[config.mk]
export PLATFORM = sky130hd
export DESIGN_NAME = seam_feather_blend
export DESIGN_NICKNAME = d
export VERILOG_FILES = /design/src/hdl/sfb_pkg.sv /design/src/hdl/sfb_cfg.sv /design/src/hdl/sfb_lane.sv /design/src/hdl/seam_feather_blend.sv
export SDC_FILE = /design/constraint.sdc
export NUM_CORES = 2
export LEC_CHECK = 0
export BUFFER_PORTS_ARGS = -buffer_cell sky130_fd_sc_hd__buf_2
export CORE_MARGIN = 5
export CORE_UTILIZATION = 26
export DETAILED_ROUTE_END_ITERATION = 7
export GPL_TIMING_DRIVEN = 1
export SLEW_MARGIN = 30
export SYNTH_ARGS = -nofsm -noshare
export SYNTH_HDL_FRONTEND = slang
export SYNTH_SLANG_ARGS = --single-unit
[constraint.sdc]
create_clock -name i_clk -period 13.75 [get_ports i_clk]
set_input_delay 0.6875 -clock i_clk [delete_from_list [all_inputs] [get_ports i_clk]]
set_output_delay 0.6875 -clock i_clk [all_outputs]
set_load 0.05 [all_outputs]
[src/hdl/sfb_pkg.sv]
// Shared types and constants for the seam feather blender.
// No dependencies.
`timescale 1ns / 1ps
package sfb_pkg;

    localparam int MAX_COLUMNS = 4096;
    localparam int COL_W       = 12;
    localparam int WID_W       = 13;
    localparam int PIX_W       = 8;
    localparam int NUM_W       = 20;   // 255 * 4096 fits
    localparam int DIV_STEPS   = PIX_W;
    localparam int LANE_LAT    = DIV_STEPS + 2;
    localparam int PIPE_LAT    = LANE_LAT + 2;
    localparam int NUM_CH      = 3;
    localparam int APB_AW      = 3;
    localparam int APB_DW      = 32;

    typedef enum logic {
        REG_OVERLAP_START = 1'b0,
        REG_LEFT_WIDTH    = 1'b1
    } t_reg_idx;

    typedef logic [PIX_W-1:0] t_pix;

    typedef struct packed {
        logic [WID_W-1:0] start;   // clamped overlap start
        logic [WID_W-1:0] width;   // clamped left width
        logic [WID_W-1:0] span;    // width - start
    } t_geom;

endpackage

[src/hdl/sfb_cfg.sv]
// APB register file plus clamping of the overlap geometry.
// Depends on sfb_pkg.
`timescale 1ns / 1ps
module sfb_cfg (
    input  logic                          i_clk,
    input  logic                          i_rst_n,
    input  logic                          psel,
    input  logic                          penable,
    input  logic                          pwrite,
    input  logic [sfb_pkg::APB_AW-1:0]    paddr,
    input  logic [sfb_pkg::APB_DW-1:0]    pwdata,
    output logic [sfb_pkg::APB_DW-1:0]    prdata,
    output logic                          pready,
    output sfb_pkg::t_geom                o_geom
);
    import sfb_pkg::*;

    logic [COL_W-1:0] r_overlap_start;
    logic [WID_W-1:0] r_left_width;
    logic [WID_W-1:0] n_width;
    logic [WID_W-1:0] n_start;
    logic             w_wr;
    t_reg_idx         w_idx;

    assign pready = 1'b1;
    assign w_wr   = psel && penable && pwrite;
    assign w_idx  = t_reg_idx'(paddr[2]);

    always_ff @(posedge i_clk) begin
        if (!i_rst_n) begin
            r_overlap_start <= '0;
            r_left_width    <= WID_W'(MAX_COLUMNS);
        end else if (w_wr) begin
            unique case (w_idx)
                REG_OVERLAP_START: r_overlap_start <= pwdata[COL_W-1:0];
                REG_LEFT_WIDTH:    r_left_width    <= pwdata[WID_W-1:0];
                default:           ;
            endcase
        end
    end

    always_comb begin
        unique case (w_idx)
            REG_OVERLAP_START: prdata = APB_DW'(r_overlap_start);
            REG_LEFT_WIDTH:    prdata = APB_DW'(r_left_width);
            default:           prdata = '0;
        endcase
    end

    // zero width acts as one, anything past the row limit is clipped
    always_comb begin
        priority if (r_left_width == '0)
            n_width = WID_W'(1);
        else if (r_left_width > WID_W'(MAX_COLUMNS))
            n_width = WID_W'(MAX_COLUMNS);
        else
            n_width = r_left_width;
        n_start = ({1'b0, r_overlap_start} > n_width) ? n_width : {1'b0, r_overlap_start};
    end

    assign o_geom.start = n_start;
    assign o_geom.width = n_width;
    assign o_geom.span  = n_width - n_start;

endmodule

[src/hdl/sfb_lane.sv]
// One color channel: weighted sum, then a pipelined restoring divider.
// Depends on sfb_pkg.
`timescale 1ns / 1ps
module sfb_lane (
    input  logic                        i_clk,
    input  sfb_pkg::t_pix               i_left,
    input  sfb_pkg::t_pix               i_warp,
    input  logic [sfb_pkg::COL_W-1:0]   i_k,
    input  logic [sfb_pkg::WID_W-1:0]   i_wk,
    input  logic [sfb_pkg::WID_W-1:0]   i_span,
    output sfb_pkg::t_pix               o_quo
);
    import sfb_pkg::*;

    localparam int PROD_W = PIX_W + WID_W;

    logic [PROD_W-1:0] w_prod_l;
    logic [PROD_W-1:0] w_prod_w;
    logic [NUM_W-1:0]  r_prod_l;
    logic [NUM_W-1:0]  r_prod_w;
    logic [NUM_W-1:0]  r_num;
    logic [NUM_W:0]    w_sum;
    logic [NUM_W-1:0]  r_rem [0:DIV_STEPS-2];
    t_pix              r_quo [0:DIV_STEPS-1];

    assign w_prod_l = PROD_W'(i_left) * PROD_W'(i_wk);
    assign w_prod_w = PROD_W'(i_warp) * PROD_W'(i_k);
    assign w_sum    = {1'b0, r_prod_l} + {1'b0, r_prod_w};

    always_ff @(posedge i_clk) begin
        r_prod_l <= w_prod_l[NUM_W-1:0];
        r_prod_w <= w_prod_w[NUM_W-1:0];
        r_num    <= w_sum[NUM_W-1:0];
    end

    // quotient fits in PIX_W bits, one bit per stage, MSB first
    for (genvar j = 0; j < DIV_STEPS; j++) begin : g_div
        localparam int SH = DIV_STEPS - 1 - j;
        logic [NUM_W-1:0] w_rem_in;
        t_pix             w_quo_in;
        logic [NUM_W-1:0] w_dvs;
        logic             w_ge;

        if (j == 0) begin : g_first
            assign w_rem_in = r_num;
            assign w_quo_in = '0;
        end else begin : g_next
            assign w_rem_in = r_rem[j-1];
            assign w_quo_in = r_quo[j-1];
        end

        assign w_dvs = NUM_W'(i_span) << SH;
        assign w_ge  = (w_rem_in >= w_dvs);

        always_ff @(posedge i_clk) begin
            r_quo[j] <= {w_quo_in[PIX_W-2:0], w_ge};
        end

        if (j < DIV_STEPS - 1) begin : g_rem
            always_ff @(posedge i_clk) begin
                r_rem[j] <= w_ge ? (w_rem_in - w_dvs) : w_rem_in;
            end
        end
    end

    assign o_quo = r_quo[DIV_STEPS-1];

endmodule

[src/hdl/seam_feather_blend.sv]
// Top level of the seam feather blender: front classify stage, three channel lanes,
// merge stage. Depends on sfb_pkg, sfb_cfg, sfb_lane.
//
//  port group        direction  handshake
//  start / command   in         start && !busy accepts one pixel pair
//  result            out        o_valid strobe, one cycle per pixel
//  APB config        in/out     write at psel && penable && pwrite (pready tied high)
//
// One pixel pair per clock is sustained. From accept to strobe a pixel passes the
// classify register, each lane's product and sum registers and eight-stage divider,
// and the output register. Synchronous active-low reset empties the pipeline;
// busy is high during reset and until r_run is set after it is released.
// Results cannot be held off, so nothing in the pipeline ever stalls.
`timescale 1ns / 1ps
module seam_feather_blend (
    input  logic                          i_clk,
    input  logic                          i_rst_n,
    input  logic                          start,
    output logic                          busy,
    input  logic [sfb_pkg::COL_W-1:0]     i_column,
    input  logic [sfb_pkg::PIX_W-1:0]     i_left_red,
    input  logic [sfb_pkg::PIX_W-1:0]     i_left_green,
    input  logic [sfb_pkg::PIX_W-1:0]     i_left_blue,
    input  logic [sfb_pkg::PIX_W-1:0]     i_warp_red,
    input  logic [sfb_pkg::PIX_W-1:0]     i_warp_green,
    input  logic [sfb_pkg::PIX_W-1:0]     i_warp_blue,
    output logic                          o_valid,
    output logic [sfb_pkg::PIX_W-1:0]     o_out_red,
    output logic [sfb_pkg::PIX_W-1:0]     o_out_green,
    output logic [sfb_pkg::PIX_W-1:0]     o_out_blue,
    input  logic                          psel,
    input  logic                          penable,
    input  logic                          pwrite,
    input  logic [sfb_pkg::APB_AW-1:0]    paddr,
    input  logic [sfb_pkg::APB_DW-1:0]    pwdata,
    output logic [sfb_pkg::APB_DW-1:0]    prdata,
    output logic                          pready
);
    import sfb_pkg::*;

    t_geom            w_geom;
    logic             r_run;
    logic             w_accept;
    t_pix             w_left [0:NUM_CH-1];
    t_pix             w_warp [0:NUM_CH-1];
    logic [WID_W-1:0] w_col;
    logic             w_lt_start;
    logic             w_ge_width;
    logic             w_black;
    logic [WID_W-1:0] w_k_full;

    // front stage
    logic             r_f_valid;
    logic             r_f_blend;
    t_pix             r_f_left  [0:NUM_CH-1];
    t_pix             r_f_warp  [0:NUM_CH-1];
    t_pix             r_f_byp   [0:NUM_CH-1];
    logic [COL_W-1:0] r_f_k;
    logic [WID_W-1:0] r_f_wk;

    // side pipe alongside the lanes
    logic             r_d_valid [0:LANE_LAT-1];
    logic             r_d_blend [0:LANE_LAT-1];
    t_pix             r_d_byp   [0:LANE_LAT-1][0:NUM_CH-1];

    t_pix             w_quo [0:NUM_CH-1];
    logic             r_valid;
    t_pix             r_out [0:NUM_CH-1];

    sfb_cfg u_cfg (
        .i_clk   (i_clk),
        .i_rst_n (i_rst_n),
        .psel    (psel),
        .penable (penable),
        .pwrite  (pwrite),
        .paddr   (paddr),
        .pwdata  (pwdata),
        .prdata  (prdata),
        .pready  (pready),
        .o_geom  (w_geom)
    );

    always_ff @(posedge i_clk) begin
        if (!i_rst_n) r_run <= 1'b0;
        else          r_run <= 1'b1;
    end

    assign busy     = !r_run;
    assign w_accept = start && !busy;

    assign w_left[0] = i_left_red;
    assign w_left[1] = i_left_green;
    assign w_left[2] = i_left_blue;
    assign w_warp[0] = i_warp_red;
    assign w_warp[1] = i_warp_green;
    assign w_warp[2] = i_warp_blue;

    assign w_col      = {1'b0, i_column};
    assign w_lt_start = (w_col < w_geom.start);
    assign w_ge_width = (w_col >= w_geom.width);
    assign w_black    = (i_warp_red == '0) && (i_warp_green == '0) && (i_warp_blue == '0);
    assign w_k_full   = w_col - w_geom.start;

    always_ff @(posedge i_clk) begin
        if (!i_rst_n) r_f_valid <= 1'b0;
        else          r_f_valid <= w_accept;
    end

    // left wins below the overlap and for an empty warped pixel inside it
    always_ff @(posedge i_clk) begin
        r_f_blend <= !w_lt_start && !w_ge_width && !w_black;
        r_f_k     <= w_k_full[COL_W-1:0];
        r_f_wk    <= w_geom.width - w_col;
        for (int c = 0; c < NUM_CH; c++) begin
            r_f_left[c] <= w_left[c];
            r_f_warp[c] <= w_warp[c];
            r_f_byp[c]  <= (w_lt_start || (!w_ge_width && w_black)) ? w_left[c] : w_warp[c];
        end
    end

    for (genvar c = 0; c < NUM_CH; c++) begin : g_lane
        sfb_lane u_lane (
            .i_clk  (i_clk),
            .i_left (r_f_left[c]),
            .i_warp (r_f_warp[c]),
            .i_k    (r_f_k),
            .i_wk   (r_f_wk),
            .i_span (w_geom.span),
            .o_quo  (w_quo[c])
        );
    end

    always_ff @(posedge i_clk) begin
        if (!i_rst_n) begin
            for (int s = 0; s < LANE_LAT; s++) r_d_valid[s] <= 1'b0;
        end else begin
            r_d_valid[0] <= r_f_valid;
            for (int s = 1; s < LANE_LAT; s++) r_d_valid[s] <= r_d_valid[s-1];
        end
    end

    always_ff @(posedge i_clk) begin
        r_d_blend[0] <= r_f_blend;
        r_d_byp[0]   <= r_f_byp;
        for (int s = 1; s < LANE_LAT; s++) begin
            r_d_blend[s] <= r_d_blend[s-1];
            r_d_byp[s]   <= r_d_byp[s-1];
        end
    end

    // merge
    always_ff @(posedge i_clk) begin
        if (!i_rst_n) r_valid <= 1'b0;
        else          r_valid <= r_d_valid[LANE_LAT-1];
    end

    always_ff @(posedge i_clk) begin
        for (int c = 0; c < NUM_CH; c++) begin
            r_out[c] <= r_d_blend[LANE_LAT-1] ? w_quo[c] : r_d_byp[LANE_LAT-1][c];
        end
    end

    assign o_valid     = r_valid;
    assign o_out_red   = r_out[0];
    assign o_out_green = r_out[1];
    assign o_out_blue  = r_out[2];

endmodule

==> impl_results.md <==
* Max Clk Rate at 111 MHz
* Resized Gates After CTS at 0
* Max-cap violations at 0
* Gr busiest metal: met2
* Asr flop ratio synth at 0%
* Global-route usage over all layers at 11.9%
* Setup TNS at 0 ps
* Synth cell types at about 110
* Yosys warns at 0
* RSZ-0062 raised after global routing: false
* Worst hold slack at approximately 90 ps
* Pre-antenna DRT Iters at 5
* Status: complete, no violations
* Worst slew margin at a little under a third
* Area growth, synth to finish at 12.8%
* Post-synth top flop: dfxtp_1
* TritonCTS Sinks at about 1,100
* Mapped cell area at 0.0639 sq mm
* Post-synthesis sequential area ratio at 35.0%
* Post-Synthesis Cells at 6,570
* Crit Path Max Fanout at 37
* Final antenna-violating net count at 0
* Clock buffer depth at 3
* Max incr delay on CP at roughly 720 ps
* Total gr overflow at 0
* IO Pins at 160
* Met3 Usage GRT at around 2.0%
* Setup crit end kind: register
* Crit path launch type: register
* Post-synth top area cell: dfxtp_1
* CTS Root Cell: clkbuf_16
* Min Clock Period, post-route at 9010 ps
* Synth area leaders: dfxtp_1, fa_1, ha_1
* Peak VDD IR at 0.000141 V
* CP max stage cell: a2111o_1
* Post-CTS Setup Bufs at 0
* Hold Path Class: in -> reg
* CTS clock-pin slew for the worst setup and hold paths at 70 ps
* First-pass GRT wire length at 248 mm
* Routability-driven placement congestion ratio at 0.865
* Core area at 0.245 sq mm
* Largest net degree at the start of global routing at 58
* Port buffer count at 118
* Final Setup Violations at 0
* Setup CP Type: reg -> reg
* Clk Latency, worst-skew pair at 760 ps
* Row count at between 150 and 200
* Num CTS Buffers at around 110
* Initial antenna violation count at 14
* Met2 GRT Util at about a fifth
* H-tree levels at 3
* Initial DRC count at between 2,000 and 3,000
* Worst-Margin Slew at roughly 1000 ps
* Most frequent CP cell: o21a_1
* Number of synthesized register bits at 1,118
* Horiz. Die Dim at 506 um
* Vias per cell at 4.56
* Detailed-route DRC error count at 0
* Die area at between 0.2 and 0.3 sq mm
* Post-DP HPWL at 118 mm
* Final hold violation count at 0
* CTS tree: yes
* Nets@finish at 7,755
* Cell Pwr Density at 259 mW/mm^2
* Period utilization at 65.6%
* Clk_skew at 74.4 ps
* Grt met1 use at 16.7%
* Req. time, crit path at 14,380 ps
* Final slew viol count at 0
* Wire length per cell at roughly 16 um
* Syn_area_per_cell at just under 10 sq um
* Leakage at 0.0310 uW
* Final WL at 156 mm
* # hold bufs at CTS at 0
* Via count at between 40,000 and 50,000
* Vias in the first global route at 45,336
* Yosys top cell area share at 35.0%
* Worst EP arrival at 9640 ps
* Initial Util at 26.0%
* Height of the chip at 506 um
* Layout cells sized above 1 at around 8.3%
* Post-synth EDFFs at 0
## worst max-delay path: cells and delay by family, from the launching register on
family	cells	cell delay [ps]
compound gates	11	2450
fa+ha+maj	4	1570
buf+inv	4	1720
flops	1	430
mux	3	1120
simple gates	6	1590
## power by group
| part | total [uW] | leakage (uW) | internal (uW) | switching [uW] |
|---|---|---|---|---|
| logic | 10100 | 0.0197 | 4480 | 5630 |
| registers | 5300 | 0.00940 | 4540 | 766 |
| clock network | 3270 | 0.00192 | 1910 | 1360 |
## state kept, by name, indices dropped and copies added (netlist names)
register	count
g_lane.u_lane.r_rem	420
r_d_byp	240
g_lane.u_lane.r_quo	108
g_lane.u_lane.g_div.w_rem_in	60
g_lane.u_lane.r_prod_l	60
g_lane.u_lane.r_prod_w	60
r_f_byp	24
r_f_left	24
r_f_warp	24
r_out	24
r_f_wk	13
u_cfg.r_left_width	13
r_f_k	12
u_cfg.r_overlap_start	12
r_d_blend	10
r_d_valid	10
o_valid	1
r_f_blend	1
r_f_valid	1
r_run	1
## final cells by class
class | instances | area [sq um]
fill | 25209 | 173000
multi-input combinational | 4643 | 38300
sequential | 1118 | 22400
tap | 3220 | 4030
clock buffer | 133 | 2950
inverter | 610 | 2290
clock inverter | 68 | 1060
timing repair buffer | 171 | 988
antenna | 3 | 7.51
## worst paths after layout
kind                                        startpoint                             to  slack [ps]  cells past startpoint
worst max-delay path            u_cfg.r_left_width[12]  g_lane[0].u_lane.r_rem[4][10]        4740                     28
worst min-delay path                    i_left_blue[2]                r_f_left[0][18]          90                      1
worst max register to register  u_cfg.r_left_width[12]  g_lane[0].u_lane.r_rem[4][10]        4740                     28
worst min register to register             r_f_byp[13]                 r_d_byp[0][13]         310                      0
## per-stage QoR
| stage | cells | total power [uW] | setup WS [ps] | area (sq um) | utilization [%] |
|---|---|---|---|---|---|
| after floorplan | 6588 | 13000 | 5800 | 63900 | - |
| after global placement | 9761 | 15100 | 4770 | 68000 | 27.7 |
| after detailed placement | 9761 | 15400 | 4740 | 68000 | 27.7 |
| after CTS | 9962 | 18800 | 4700 | 72000 | 29.4 |
| after global routing | 9963 | 20300 | 4140 | 72100 | 29.4 |
| final | 9966 | 18700 | 4740 | 72100 | 29.4 |
## cells in the mapped netlist, types with 9 or more instances
library cell	number
a31oi_1	31
and3_1	33
o21a_1	37
nand4b_1	12
dfxtp_1	1118
nand4_1	42
and2_1	335
xor2_1	121
o211ai_1	15
nor2_1	394
nor4b_1	9
nand2b_1	59
or2_2	14
nand3b_1	13
ha_1	600
xnor2_1	342
fa_1	402
o21ai_0	240
maj3_1	69
o2111ai_1	24
a211oi_1	37
buf_2	40
mux2i_1	25
clkbuf_1	129
a21oi_1	339
nor4_1	34
a21boi_0	62
nand3_1	71
nand2_1	584
a21o_1	104
o211a_1	10
nor3_1	101
o31ai_1	28
or3_1	40
buf_4	32
inv_1	606
mux2_2	123
o41ai_1	16
o21bai_1	34
a211o_1	15
nor2b_1	55
## cell usage in the layout, fill, tap and decap left out, types with 19 or more instances in the layout
master / synthesis / layout
a211oi_1: 37 / 36
a21boi_0: 62 / 62
a21o_1: 104 / 104
a21oi_1: 339 / 339
a31oi_1: 31 / 31
and2_1: 335 / 335
and3_1: 33 / 33
buf_2: 40 / 118
buf_4: 32 / 53
bufinv_16: 0 / 19
clkbuf_16: 0 / 108
conb_1: 2 / 20
dfxtp_1: 1118 / 1118
fa_1: 402 / 401
ha_1: 600 / 600
inv_1: 606 / 606
maj3_1: 69 / 69
mux2_2: 123 / 123
mux2i_1: 25 / 25
nand2_1: 584 / 584
nand2b_1: 59 / 59
nand3_1: 71 / 71
nand4_1: 42 / 42
nor2_1: 394 / 392
nor2b_1: 55 / 55
nor3_1: 101 / 101
nor4_1: 34 / 34
o2111ai_1: 24 / 24
o21a_1: 37 / 37
o21ai_0: 240 / 239
o21bai_1: 34 / 34
o31ai_1: 28 / 28
or3_1: 40 / 40
xnor2_1: 342 / 338
xor2_1: 121 / 118
## cells by family after synthesis
| kind of cell | count (synthesis) | synth area share [%] |
|---|---|---|
| AND/OR/NAND/NOR | 1835 | 14.1 |
| flip-flops | 1118 | 35.0 |
| AO/OA/AOI/OAI | 1097 | 11.1 |
| adder cells (fa/ha/maj) | 1072 | 25.4 |
| buffers and inverters | 827 | 5.23 |
| XOR/XNOR | 467 | 6.46 |
| multiplexers | 152 | 2.64 |
| other | 2 | 0.0118 |
## per-layer routing
layer	part of all wire, %	vias to the layer above
met5	0.031	-
met4	2.9	8
met3	5.2	267
met2	44	1125
met1	48	21940
li1	-	22138
Note: power is estimated with default switching activity, not from simulation.
